--- config.mk ---
export PLATFORM = sky130hd
export DESIGN_NAME = audio_source_selector_flat
export DESIGN_NICKNAME = d
export VERILOG_FILES = /design/src/design/asel_pkg.sv /design/src/design/asel_if.sv /design/src/design/audio_source_selector.sv /design/src/design/asel_core.sv /design/src/flat_wrapper.sv
export SDC_FILE = /design/constraint.sdc
export NUM_CORES = 1
export LEC_CHECK = 0
export ABC_CLOCK_PERIOD_IN_PS = 11350
export BUFFER_PORTS_ARGS = -buffer_cell sky130_fd_sc_hd__buf_2
export CORE_MARGIN = 10
export CORE_UTILIZATION = 28
export CTS_BUF_LIST = sky130_fd_sc_hd__clkbuf_8 sky130_fd_sc_hd__clkbuf_16
export CTS_CLUSTER_SIZE = 30
export DETAILED_ROUTE_END_ITERATION = 7
export SLEW_MARGIN = 20
export SYNTH_ARGS = -nofsm -noshare
export SYNTH_HDL_FRONTEND = slang
export SYNTH_SLANG_ARGS = --single-unit
--- constraint.sdc ---
create_clock -name clk -period 11.35 [get_ports clk]
set_input_delay 1.135 -clock clk [delete_from_list [all_inputs] [get_ports clk]]
set_output_delay 1.135 -clock clk [all_outputs]
set_load 0.005 [all_outputs]
--- src/design/asel_pkg.sv ---
// Shared types and constants for the audio source selector.
// No dependencies; every other design file imports this package.
package asel_pkg;

  // Channel and field widths
  localparam int NUM_CHANNELS      = 4;
  localparam int MEASURED_CHANNELS = 3;
  localparam int LEVEL_BITS        = 10;
  localparam int CH_BITS           = 3;
  localparam int HOLD_BITS         = 16;
  localparam int VOL_BITS          = 8;
  localparam int CODE_BITS         = 8;

  // Configuration port
  localparam int CFG_INDEX_BITS = 3;
  localparam int CFG_DATA_BITS  = 16;

  typedef enum logic [CFG_INDEX_BITS-1:0] {
    CFG_LEVEL_THRESHOLD = 3'd0,
    CFG_AMP_HOLD_TICKS  = 3'd1,
    CFG_VOLUME_MIN      = 3'd2,
    CFG_VOLUME_MAX      = 3'd3,
    CFG_VOLUME_START    = 3'd4
  } cfg_index_t;

  // Register reset values
  localparam logic [LEVEL_BITS-1:0] LEVEL_THRESHOLD_RST = 10'd100;
  localparam logic [HOLD_BITS-1:0]  AMP_HOLD_TICKS_RST  = 16'd60;
  localparam logic [VOL_BITS-1:0]   VOLUME_MIN_RST      = 8'd23;
  localparam logic [VOL_BITS-1:0]   VOLUME_MAX_RST      = 8'd60;
  localparam logic [VOL_BITS-1:0]   VOLUME_START_RST    = 8'd45;

  // Current channel code for "no channel selected"
  localparam logic [CH_BITS-1:0] NO_CHANNEL = 3'd4;

  // Word kinds
  localparam logic KIND_TICK   = 1'b0;
  localparam logic KIND_REMOTE = 1'b1;

  // IR remote command codes
  localparam logic [CODE_BITS-1:0] CODE_MENU  = 8'h02;
  localparam logic [CODE_BITS-1:0] CODE_PLAY  = 8'h04;
  localparam logic [CODE_BITS-1:0] CODE_FWD   = 8'h07;
  localparam logic [CODE_BITS-1:0] CODE_REW   = 8'h08;
  localparam logic [CODE_BITS-1:0] CODE_PLUS  = 8'h0B;
  localparam logic [CODE_BITS-1:0] CODE_MINUS = 8'h0D;

  typedef struct packed {
    logic                  kind;
    logic [LEVEL_BITS-1:0] level_a;
    logic [LEVEL_BITS-1:0] level_b;
    logic [LEVEL_BITS-1:0] level_c;
    logic [CODE_BITS-1:0]  remote_code;
  } in_item_t;

  typedef struct packed {
    logic [NUM_CHANNELS-1:0] relay_mask;
    logic                    amp_enable;
    logic [CH_BITS-1:0]      selected_channel;
    logic [VOL_BITS-1:0]     volume_position;
    logic                    paused;
  } out_item_t;

  typedef struct packed {
    logic [LEVEL_BITS-1:0] level_threshold;
    logic [HOLD_BITS-1:0]  amp_hold_ticks;
    logic [VOL_BITS-1:0]   volume_min;
    logic [VOL_BITS-1:0]   volume_max;
  } cfg_t;

  typedef struct packed {
    logic [NUM_CHANNELS-1:0] active_mask;
    logic [NUM_CHANNELS-1:0] previous_mask;
    logic [CH_BITS-1:0]      current_channel;
    logic [NUM_CHANNELS-1:0] relays;
    logic                    amp_on;
    logic                    pause_flag;
    logic [HOLD_BITS-1:0]    hold_counter;
    logic [VOL_BITS-1:0]     volume;
    logic [VOL_BITS-1:0]     saved_volume;
  } state_t;

endpackage

--- src/design/asel_if.sv ---
// Valid/ready stream interfaces for the selector's input and result words.
// Depends on asel_pkg for the payload structs.
interface asel_in_if;
  import asel_pkg::*;
  logic     valid;
  logic     ready;
  in_item_t data;
  modport source (output valid, output data, input ready);
  modport sink (input valid, input data, output ready);
endinterface

interface asel_out_if;
  import asel_pkg::*;
  logic      valid;
  logic      ready;
  out_item_t data;
  modport source (output valid, output data, input ready);
  modport sink (input valid, input data, output ready);
endinterface

--- src/design/audio_source_selector.sv ---
// Audio source selector: an input register feeds a state register that also drives
// the result word. Throughput one word per cycle while the result side takes words;
// the state update is a single combinational pass.
// Synchronous active-low reset empties both stages, loads the register defaults,
// clears all relays and the amp, selects no channel and sets the volume to 45.
// Depends on asel_pkg, asel_if and asel_core.
module audio_source_selector (
  input  logic                                clk,
  input  logic                                rst_n,
  asel_in_if.sink                             in_ch,
  asel_out_if.source                          out_ch,
  input  logic                                cfg_we,
  input  logic [asel_pkg::CFG_INDEX_BITS-1:0] cfg_index,
  input  logic [asel_pkg::CFG_DATA_BITS-1:0]  cfg_wdata
);
  import asel_pkg::*;

  logic     in_valid_r;
  in_item_t in_item_r;
  logic     out_valid_r;
  state_t   state_r;
  state_t   state_nxt;
  cfg_t     cfg_r;
  logic     advance;

  // Move the held word into the state register when the result side frees up
  assign advance     = !out_valid_r || out_ch.ready;
  assign in_ch.ready = !in_valid_r || advance;

  asel_core u_core (
    .st     (state_r),
    .item   (in_item_r),
    .cfg    (cfg_r),
    .st_nxt (state_nxt)
  );

  // Control, state and configuration registers
  always_ff @(posedge clk) begin
    if (!rst_n) begin
      in_valid_r  <= 1'b0;
      out_valid_r <= 1'b0;
      state_r <= '{
        active_mask:     '0,
        previous_mask:   '0,
        current_channel: NO_CHANNEL,
        relays:          '0,
        amp_on:          1'b0,
        pause_flag:      1'b0,
        hold_counter:    '0,
        volume:          VOLUME_START_RST,
        saved_volume:    VOLUME_START_RST
      };
      cfg_r <= '{
        level_threshold: LEVEL_THRESHOLD_RST,
        amp_hold_ticks:  AMP_HOLD_TICKS_RST,
        volume_min:      VOLUME_MIN_RST,
        volume_max:      VOLUME_MAX_RST
      };
    end else begin
      if (in_ch.ready) begin
        in_valid_r <= in_ch.valid;
      end
      if (advance) begin
        out_valid_r <= in_valid_r;
        if (in_valid_r) begin
          state_r <= state_nxt;
        end
      end
      // volume_start only matters at reset, where its default is used
      if (cfg_we) begin
        unique case (cfg_index)
          CFG_LEVEL_THRESHOLD: cfg_r.level_threshold <= cfg_wdata[LEVEL_BITS-1:0];
          CFG_AMP_HOLD_TICKS:  cfg_r.amp_hold_ticks  <= cfg_wdata[HOLD_BITS-1:0];
          CFG_VOLUME_MIN:      cfg_r.volume_min      <= cfg_wdata[VOL_BITS-1:0];
          CFG_VOLUME_MAX:      cfg_r.volume_max      <= cfg_wdata[VOL_BITS-1:0];
          CFG_VOLUME_START:    cfg_r <= cfg_r;
          default:             cfg_r <= cfg_r;
        endcase
      end
    end
  end

  // Capture the input word
  always_ff @(posedge clk) begin
    if (in_ch.valid && in_ch.ready) begin
      in_item_r <= in_ch.data;
    end
  end

  // Result word shows the state after the last processed item
  assign out_ch.valid                 = out_valid_r;
  assign out_ch.data.relay_mask       = state_r.relays;
  assign out_ch.data.amp_enable       = state_r.amp_on;
  assign out_ch.data.selected_channel = state_r.current_channel;
  assign out_ch.data.volume_position  = state_r.volume;
  assign out_ch.data.paused           = state_r.pause_flag;

endmodule

--- src/design/asel_core.sv ---
// Next-state logic of the selector: one tick or remote word against the current state.
// Depends on asel_pkg for the state, configuration and word structs.
module asel_core (
  input  asel_pkg::state_t   st,
  input  asel_pkg::in_item_t item,
  input  asel_pkg::cfg_t     cfg,
  output asel_pkg::state_t   st_nxt
);
  import asel_pkg::*;

  // Highest set bit, NO_CHANNEL when empty
  function automatic logic [CH_BITS-1:0] highest_bit(logic [NUM_CHANNELS-1:0] m);
    logic [CH_BITS-1:0] n;
    n = NO_CHANNEL;
    for (int k = 0; k < NUM_CHANNELS; k++) begin
      if (m[k]) n = CH_BITS'(k);
    end
    return n;
  endfunction

  // Lowest set bit, NO_CHANNEL when empty
  function automatic logic [CH_BITS-1:0] lowest_bit(logic [NUM_CHANNELS-1:0] m);
    logic [CH_BITS-1:0] n;
    n = NO_CHANNEL;
    for (int k = NUM_CHANNELS - 1; k >= 0; k--) begin
      if (m[k]) n = CH_BITS'(k);
    end
    return n;
  endfunction

  logic [NUM_CHANNELS-1:0] lvl_mask;
  logic [NUM_CHANNELS-1:0] chg_mask;
  logic [NUM_CHANNELS-1:0] fresh_mask;
  logic [CH_BITS-1:0]      tick_pick;
  logic [NUM_CHANNELS-1:0] below_mask;
  logic [NUM_CHANNELS-1:0] above_mask;
  logic [CH_BITS-1:0]      rew_pick;
  logic [CH_BITS-1:0]      fwd_pick;
  logic [CH_BITS-1:0]      menu_pick;
  logic                    cur_valid;
  logic [VOL_BITS-1:0]     vol_up;
  logic [VOL_BITS-1:0]     vol_dn;

  // Compare levels and build the channel picks
  always_comb begin
    lvl_mask    = '0;
    lvl_mask[0] = item.level_a > cfg.level_threshold;
    lvl_mask[1] = item.level_b > cfg.level_threshold;
    lvl_mask[2] = item.level_c > cfg.level_threshold;
    chg_mask    = lvl_mask ^ st.previous_mask;
    fresh_mask  = chg_mask & lvl_mask;
    tick_pick   = (fresh_mask != '0) ? highest_bit(fresh_mask) : highest_bit(lvl_mask);

    cur_valid = st.current_channel < NO_CHANNEL;
    for (int k = 0; k < NUM_CHANNELS; k++) begin
      below_mask[k] = st.active_mask[k] && (CH_BITS'(k) < st.current_channel);
      above_mask[k] = st.active_mask[k] && (CH_BITS'(k) > st.current_channel);
    end
    rew_pick  = highest_bit(below_mask);
    fwd_pick  = lowest_bit(above_mask);
    menu_pick = highest_bit(st.active_mask);
    vol_up    = st.volume + 1'b1;
    vol_dn    = st.volume - 1'b1;
  end

  // Apply the word to the state
  always_comb begin
    st_nxt = st;
    if (item.kind == KIND_TICK) begin
      st_nxt.active_mask   = lvl_mask;
      st_nxt.previous_mask = lvl_mask;
      // drop the current relay and pick again on a mask change
      if (chg_mask != '0) begin
        if (cur_valid) begin
          st_nxt.relays[st.current_channel[1:0]] = 1'b0;
          st_nxt.current_channel                 = NO_CHANNEL;
        end
        if (lvl_mask == '0) begin
          st_nxt.relays = '0;
        end else begin
          st_nxt.relays[tick_pick[1:0]] = 1'b1;
          st_nxt.hold_counter           = cfg.amp_hold_ticks;
          st_nxt.current_channel        = tick_pick;
        end
      end
      // reload or count down the amp hold
      if (lvl_mask != '0 && st.amp_on) begin
        st_nxt.hold_counter = cfg.amp_hold_ticks;
      end else if (st_nxt.hold_counter != '0) begin
        st_nxt.hold_counter = st_nxt.hold_counter - 1'b1;
      end
      if (st_nxt.hold_counter != '0) begin
        st_nxt.amp_on = 1'b1;
      end else begin
        st_nxt.amp_on = 1'b0;
        st_nxt.relays = '0;
      end
    end else begin
      unique case (item.remote_code)
        CODE_REW: begin
          if (cur_valid && below_mask != '0) begin
            st_nxt.relays[st.current_channel[1:0]] = 1'b0;
            st_nxt.relays[rew_pick[1:0]]           = 1'b1;
            st_nxt.hold_counter                    = cfg.amp_hold_ticks;
            st_nxt.current_channel                 = rew_pick;
          end
        end
        CODE_FWD: begin
          if (cur_valid && above_mask != '0) begin
            st_nxt.relays[st.current_channel[1:0]] = 1'b0;
            st_nxt.relays[fwd_pick[1:0]]           = 1'b1;
            st_nxt.hold_counter                    = cfg.amp_hold_ticks;
            st_nxt.current_channel                 = fwd_pick;
          end
        end
        CODE_PLUS: begin
          st_nxt.pause_flag = 1'b0;
          if (st.volume < cfg.volume_max) begin
            st_nxt.volume       = vol_up;
            st_nxt.saved_volume = vol_up;
          end
        end
        CODE_MINUS: begin
          st_nxt.pause_flag = 1'b0;
          if (st.volume > cfg.volume_min) begin
            st_nxt.volume       = vol_dn;
            st_nxt.saved_volume = vol_dn;
          end
        end
        CODE_PLAY: begin
          if (st.pause_flag) begin
            st_nxt.pause_flag = 1'b0;
            st_nxt.volume     = st.saved_volume;
          end else begin
            st_nxt.pause_flag   = 1'b1;
            st_nxt.saved_volume = st.volume;
            st_nxt.volume       = cfg.volume_min;
          end
        end
        CODE_MENU: begin
          // toggle the amp; switching on needs an active channel
          if (st.amp_on) begin
            st_nxt.amp_on       = 1'b0;
            st_nxt.hold_counter = '0;
          end else if (st.active_mask != '0) begin
            st_nxt.amp_on                 = 1'b1;
            st_nxt.relays[menu_pick[1:0]] = 1'b1;
            st_nxt.hold_counter           = cfg.amp_hold_ticks;
            st_nxt.current_channel        = menu_pick;
          end
        end
        default: begin
          st_nxt = st;
        end
      endcase
    end
  end

endmodule

--- src/flat_wrapper.sv ---
// flat-port wrapper written by rule: the top's interface ports become plain ports
module audio_source_selector_flat import asel_pkg::*;
  (clk, rst_n, cfg_we, cfg_index, cfg_wdata, in_ch_valid, in_ch_data, in_ch_ready, out_ch_valid, out_ch_data, out_ch_ready);
  asel_in_if in_ch_i ();
  asel_out_if out_ch_i ();
  input  logic clk;
  input  logic rst_n;
  input  logic cfg_we;
  input  logic [asel_pkg::CFG_INDEX_BITS-1:0] cfg_index;
  input  logic [asel_pkg::CFG_DATA_BITS-1:0] cfg_wdata;
  input wire logic [$bits(in_ch_i.valid)-1:0] in_ch_valid;
  input wire logic [$bits(in_ch_i.data)-1:0] in_ch_data;
  output wire logic [$bits(in_ch_i.ready)-1:0] in_ch_ready;
  output wire logic [$bits(out_ch_i.valid)-1:0] out_ch_valid;
  output wire logic [$bits(out_ch_i.data)-1:0] out_ch_data;
  input wire logic [$bits(out_ch_i.ready)-1:0] out_ch_ready;
  assign in_ch_i.valid = in_ch_valid;
  assign in_ch_i.data = in_ch_data;
  assign in_ch_ready = in_ch_i.ready;
  assign out_ch_valid = out_ch_i.valid;
  assign out_ch_data = out_ch_i.data;
  assign out_ch_i.ready = out_ch_ready;
  audio_source_selector u_core (.clk(clk), .rst_n(rst_n), .in_ch(in_ch_i), .out_ch(out_ch_i), .cfg_we(cfg_we), .cfg_index(cfg_index), .cfg_wdata(cfg_wdata));
endmodule
== Word level (Yosys, flattened, before mapping) ==
Index checks and enable logic that the tools add are counted.
W data, S select, Z words.
Word-level totals
  bits in latches: 0
  output and inout port bits: 19
  flip-flop bits (word level): 127
  bits in read-only memories: 0
  input bits: 63
  memories: 0
  logic and storage cells: 181
  bits in writable memories: 0
Operators by class
  $lt $le $gt $ge: 22
  shift-type cells: 0
  add/sub/neg operators: 3
  div/mod/pow operators: 0
  reductions and logical operators: 45
  mux-type cells: 62
  bitwise gates (word level): 9
  multipliers: 0
  eq/ne operators: 21
Operators by type and width (number)
  $mux W16: 13
  $pmux W16 S3: 2
  $mux W3: 18
  $mux W7: 7
  $mux W8: 4
  $reduce_bool A16 Y1: 2
  $gt A10 B10 Y1: 3
  $eq A8 B4 Y1 const B: 3
  $reduce_bool A4 Y1: 6
  $pmux W7 S3: 1
  $eq A8 B3 Y1 const B: 2
  $or A4 B4 Y4: 4
  $sub A16 B1 Y16 const B: 1
  $logic_and A1 B1 Y1: 15
  $lt A2 B3 Y1 const B: 5
  $ne A3 B3 Y1 const B: 4
  $reduce_and A6 Y1: 2
  $demux W1 S2: 5
  $ge A2 B1 Y1 const B: 5
  $mux W1: 9
  $reduce_and A9 Y1: 1
  $add A8 B1 Y8 const B: 1
  $eq A8 B2 Y1 const B: 1
  $gt A8 B8 Y1: 1
  31 further kinds: 47

== Depth between registers and ports, before layout ==
  depth in word-level cells: 17
  mapped depth: 27

== Modules after synthesis ==
Synthesis repeated with hierarchy kept, for this count alone.
Second synthesis, totals
  cell total of the unflattened synthesis: 1166
  area, all modules: 9520.4 um^2
By module, submodules not included
  audio_source_selector: times used 1, cells an instance 444, area an instance 4854.7 um^2
  asel_core: times used 1, cells an instance 722, area an instance 4665.7 um^2

== Least setup slack after synthesis ==
No wires, ideal clock.
  path kind: reg2reg
  start point: register u_core.cfg_r[35] in the netlist's numbering
  end point: register u_core.state_r, in the netlist u_core.out_ch.data[15]
  buffers on the path: 4
  stages on the path, launching flop included: 26
  setup slack: 6242 ps
  data arrival time: 4991 ps
  cell sequence: dfxtp_1 inv_1 ha_1 a21oi_2 o21ai_1 a2111oi_2 or2_1 buf_6 inv_6 ha_1 nand3_1 clkbuf_1 o31ai_4 buf_6 mux2i_1 ha_1 clkbuf_1 o211ai_2 or3_1 xnor2_1 o22ai_1 nand4_1 nor4b_4 nand4_4 a221o_1 o211a_1
RTL lines
  from (decl): RTL line audio_source_selector.sv:23  | cfg_t cfg_r;
  from (signal assigned): RTL line audio_source_selector.sv:53  | cfg_r <= '{
  from (signal assigned): RTL line audio_source_selector.sv:76  | CFG_VOLUME_START: cfg_r <= cfg_r;
  from (signal assigned): RTL line audio_source_selector.sv:77  | default: cfg_r <= cfg_r;
  $gt A10 B10 Y1 *: RTL line asel_core.sv:49  | lvl_mask[2] = item.level_c > cfg.level_threshold;
  named net u_core.u_core.lvl_mask[2]: RTL line asel_core.sv:31  | logic [NUM_CHANNELS-1:0] lvl_mask;
  parallel branches: the longest is 14 deep, another holds $sub A16 B1 Y16
  to (signal assigned): RTL line audio_source_selector.sv:42  | state_r <= '{
  to (signal assigned): RTL line audio_source_selector.sv:66  | state_r <= state_nxt;
  to (decl): RTL line audio_source_selector.sv:21  | state_t state_r;
Mark *: on every way through the listed nets, which the timed path passes. The select of a mux whose other input is x is not followed.
A chain may end at the register's enable or synchronous reset.

== Worst setup path in the final report ==
  start point: register u_core.cfg_r[35] in the netlist's numbering
  end point: register u_core.state_r, in the netlist u_core.out_ch.data[15]
Between the ends
  word-level cells in the longest chain between the ends: 16
Ends and longest elaborated chain
  $gt A10 B10 Y1 *: RTL line asel_core.sv:48  | lvl_mask[1] = item.level_b > cfg.level_threshold;
  named net u_core.u_core.lvl_mask[1]: RTL line asel_core.sv:31
  parallel branches: the longest is 15 deep, another holds $sub A16 B1 Y16
Marked as above.

==> impl_metrics.yaml <==
outcome:
  status: "completed"
critical_path:
  criticalPathCategory: "reg2reg"
  crit_fanout: 20
  arrival_ps: 6850
  crit_chain: "inv_1 > ha_1 > a21o_1 > a21oi_1 > o2111a_1 > or2_2 > clkinv_1 > ha_1 > nand3_1 > o31ai_4 > mux2i_1 > ha_1 > nand2_1 > o41ai_1 > mux2i_1 > o311ai_0 > nand4_1 > nand4bb_1 > a211oi_2 > nand4_4 > a221o_1 > o211a_1"
  startpoint_type: "flop"
  end_kind: "flop"
  cpPeakStageDelay_ps: 640
  path_buf_inv: 2
  crit_slowest_cell: "nand3_1"
  path_common_cell: "ha_1"
  critPathTopFamily: "compound AO/OA/AOI/OAI gates"
  cp_data_required_time_ps: 11670
synth:
  avgSynthCellArea_sq_um: 8.166
  synth_seq_cells: 127
  ys.flop_type: "dfxtp_1"
  syn_inst: 1022
  synth_cell_type_count: 93
  synth_area_leaders: "dfxtp_1 21%, edfxtp_1 14%, ha_1 7.8%"
  syn_area_sq_mm: 0.008346
  synthArstFlopShare: 0
  yosysSeqAreaShare: 0.3514
  synth_edf_count: 39
  synth.top_cell.area_share: 0.2111
  yosysTopAreaCell: "dfxtp_1"
  syn_nets: 1137
  ys_warn_count: 0
power:
  p_clk_frac: 0.442
  power_frac_seq: 0.402
  power_switching_mw: 0.3679
  share_comb_of_total_power: 0.155
  internal_power_mw: 0.8847
  p_leak_nw: 3.644
  swShare: 0.2937
  cellPowerDensity_mw_per_mm2: 131.5
  ir_drop_v: 0.0001050
die:
  fp.dieH_microns: 192.6
  io_pins: 82
  row_count: 63
  die_w_microns: 192.6
  coreArea_sq_mm: 0.02956
  die-area_sq_mm: 0.03711
  start_util: 0.2823
final_layout:
  final_core_util: 0.3222
  nets: 1170
  area_delta_synth_final_pct: 14.11
  drive_gt1_frac: 0.1461
cts:
  htree_num_levels: 4
  cts_hold_buf: 0
  cts_buffer_depth: 2
  clock_latency_ps: 430
  cts.reportedPaths.clkPinSlew_ps: 60
  postCtsSetupRepairBufs: 0
  cts.sinks: 127
  clockRootBuffer: "clkbuf_16"
  cts_resized: 0
  tritoncts.num_buffers: 17
  cts_tree: "built"
timing:
  whs_ps: 431.5
  setup_viol: 0
  tns_ps: 0
  finClkSkew_ps: 10.86
  fin_crit_ps: 6528
  period_share: 0.5751
  tightest_slew_ps: 925.9
  grt_setup_unrepaired: "no"
  fmax_mhz: 153.2
  hold_viol_final: 0
  slew_headroom: 0.3827
  setup_slack_ps: 4822
  drv_slew: 0
route:
  drtPass1Iterations: 5
  wl_microns: 26040
  drt_iter0_markers: 569
  drt-wirelength-per-cell_microns: 17.85
  ant_nets: 0
  vias: 7674
  viasPerCell: 5.260
  drc: 0
placement:
  hpwl_microns: 19430
  gp_congestion: 0.9434
  pre_cts_ws_ps: 5004
  port_buffers: 81
global_routing:
  gr-total-overflow: 0
  grt_pass1_vias: 7489
  grt_pass1_wl_microns: 41540
  grtUsageTotal: 0.1404
  antenna_found_initial: 1
  grt_max_degree: 40
flow_run:
  drv_cap: 0
hold_path:
  hp-class: "reg2reg"
-- flip-flops by register name, indices dropped and copies added, names as in the netlist --
name and flops:
u_core.in_valid_r 1, u_core.state_r 27, u_core.out_ch.valid 1, u_core.in_item_r 39, u_core.cfg_r 42, u_core.out_ch.data 17
-- power by group through the flow --
stage	logic, mW	registers [mW]	clock network, mW
floorplan	0.139	0.505	0
global placement	0.191	0.513	0
detailed placement	0.191	0.513	0
CTS	0.192	0.503	0.562
global route	0.216	0.505	0.585
finish	0.195	0.504	0.554
-- cell families after synthesis --
logic type | count (synthesis) | synth area share
and+or+nand+nor | 396 | 0.2295
AOI/OAI and AO/OA | 284 | 0.2282
DFF | 127 | 0.3514
buffers and inverters | 123 | 0.06657
adders and majority gates | 52 | 0.07796
muxes | 26 | 0.03163
xor gates and xnor gates | 14 | 0.01469
-- per-stage QoR --
step                      cell area, sq um  power [mW]  cells
after global routing                  9520       1.307   1458
after CTS                             9520       1.257   1458
after floorplan                       8346      0.6443   1022
final                                 9523       1.253   1459
after global placement                8934      0.7038   1426
after detailed placement              8934      0.7039   1426
-- cell usage after synthesis, types with 4 or more instances --
cell / instances
mux2i_1: 23
nand3_1: 29
inv_1: 41
dfxtp_1: 88
edfxtp_1: 39
nand2b_1: 14
buf_4: 18
xor2_1: 6
a211oi_1: 20
a21o_1: 13
o21a_1: 9
a21oi_1: 84
o22ai_1: 9
buf_2: 5
o21bai_1: 4
and2_1: 9
a31oi_1: 7
a311oi_1: 4
nor4_1: 13
or2_2: 5
and3_1: 10
xnor2_1: 8
nor3_1: 27
nand3b_1: 4
o211ai_1: 16
o311a_1: 4
or4_1: 5
ha_1: 52
a22oi_1: 6
clkbuf_1: 50
nand2_1: 143
nand4_1: 13
nor2b_1: 8
o21ai_0: 51
o31ai_1: 4
or3_1: 7
nor2_1: 92
-- path summary, 6_finish.rpt --
check / startpoint / end / slack, ps / cells after the start
worst max-delay path: u_core.cfg_r[35] / u_core.out_ch.data[15] / 4820 / 22
worst min-delay path: u_core.out_ch.data[16] / u_core.out_ch.data[16] / 430 / 2
worst max register to register: u_core.cfg_r[35] / u_core.out_ch.data[15] / 4820 / 22
worst min register to register: u_core.out_ch.data[16] / u_core.out_ch.data[16] / 430 / 2
-- routing by layer --
layer  GRT usage  vias to the layer above  wire length (microns)
met5           0                        -                      0
met4     0.04025                        0                    385
met3     0.02530                       29                   1432
met2      0.2183                      280                  11700
met1      0.1940                     3594                  12520
li1            -                     3771                      -
-- worst reg2reg max path: stages (launching register included) --
cell	delay, ps
dfxtp_1	330
inv_1	80
ha_1	330
a21o_1	170
a21oi_1	180
o2111a_1	180
or2_2	250
clkinv_1	350
ha_1	420
nand3_1	640
o31ai_4	450
mux2i_1	360
ha_1	300
nand2_1	200
o41ai_1	560
mux2i_1	250
o311ai_0	190
nand4_1	210
nand4bb_1	130
a211oi_2	220
nand4_4	170
a221o_1	350
o211a_1	120
-- area by class of cell --
cell class	instances	area (sq um)
Timing Repair Buffer	90	473.0
Tap cell	390	488.0
Clock inverter	15	161.4
Clock buffer	17	425.4
Fill cell	3082	20040
Sequential cell	127	2933
Antenna cell	1	2.502
Multi-Input combinational cell	772	4858
Inverter	47	181.4
-- cell usage in the layout, fill, tap and decap left out, types with 9 or more instances in the layout --
| cell type | synthesis | layout |
|---|---|---|
| ha_1 | 52 | 52 |
| edfxtp_1 | 39 | 39 |
| o21a_1 | 9 | 9 |
| nor2_1 | 92 | 92 |
| nand2b_1 | 14 | 14 |
| nand3_1 | 29 | 29 |
| and3_1 | 10 | 10 |
| nor3_1 | 27 | 27 |
| o211ai_1 | 16 | 16 |
| buf_4 | 18 | 9 |
| buf_2 | 5 | 81 |
| nand2_1 | 143 | 143 |
| a21oi_1 | 84 | 84 |
| mux2i_1 | 23 | 23 |
| inv_1 | 41 | 41 |
| a211oi_1 | 20 | 20 |
| nand4_1 | 13 | 13 |
| o22ai_1 | 9 | 9 |
| dfxtp_1 | 88 | 88 |
| a21o_1 | 13 | 13 |
| clkbuf_16 | 0 | 17 |
| o21ai_0 | 51 | 51 |
| nor4_1 | 13 | 13 |
Power figures use the tool's default switching activity.
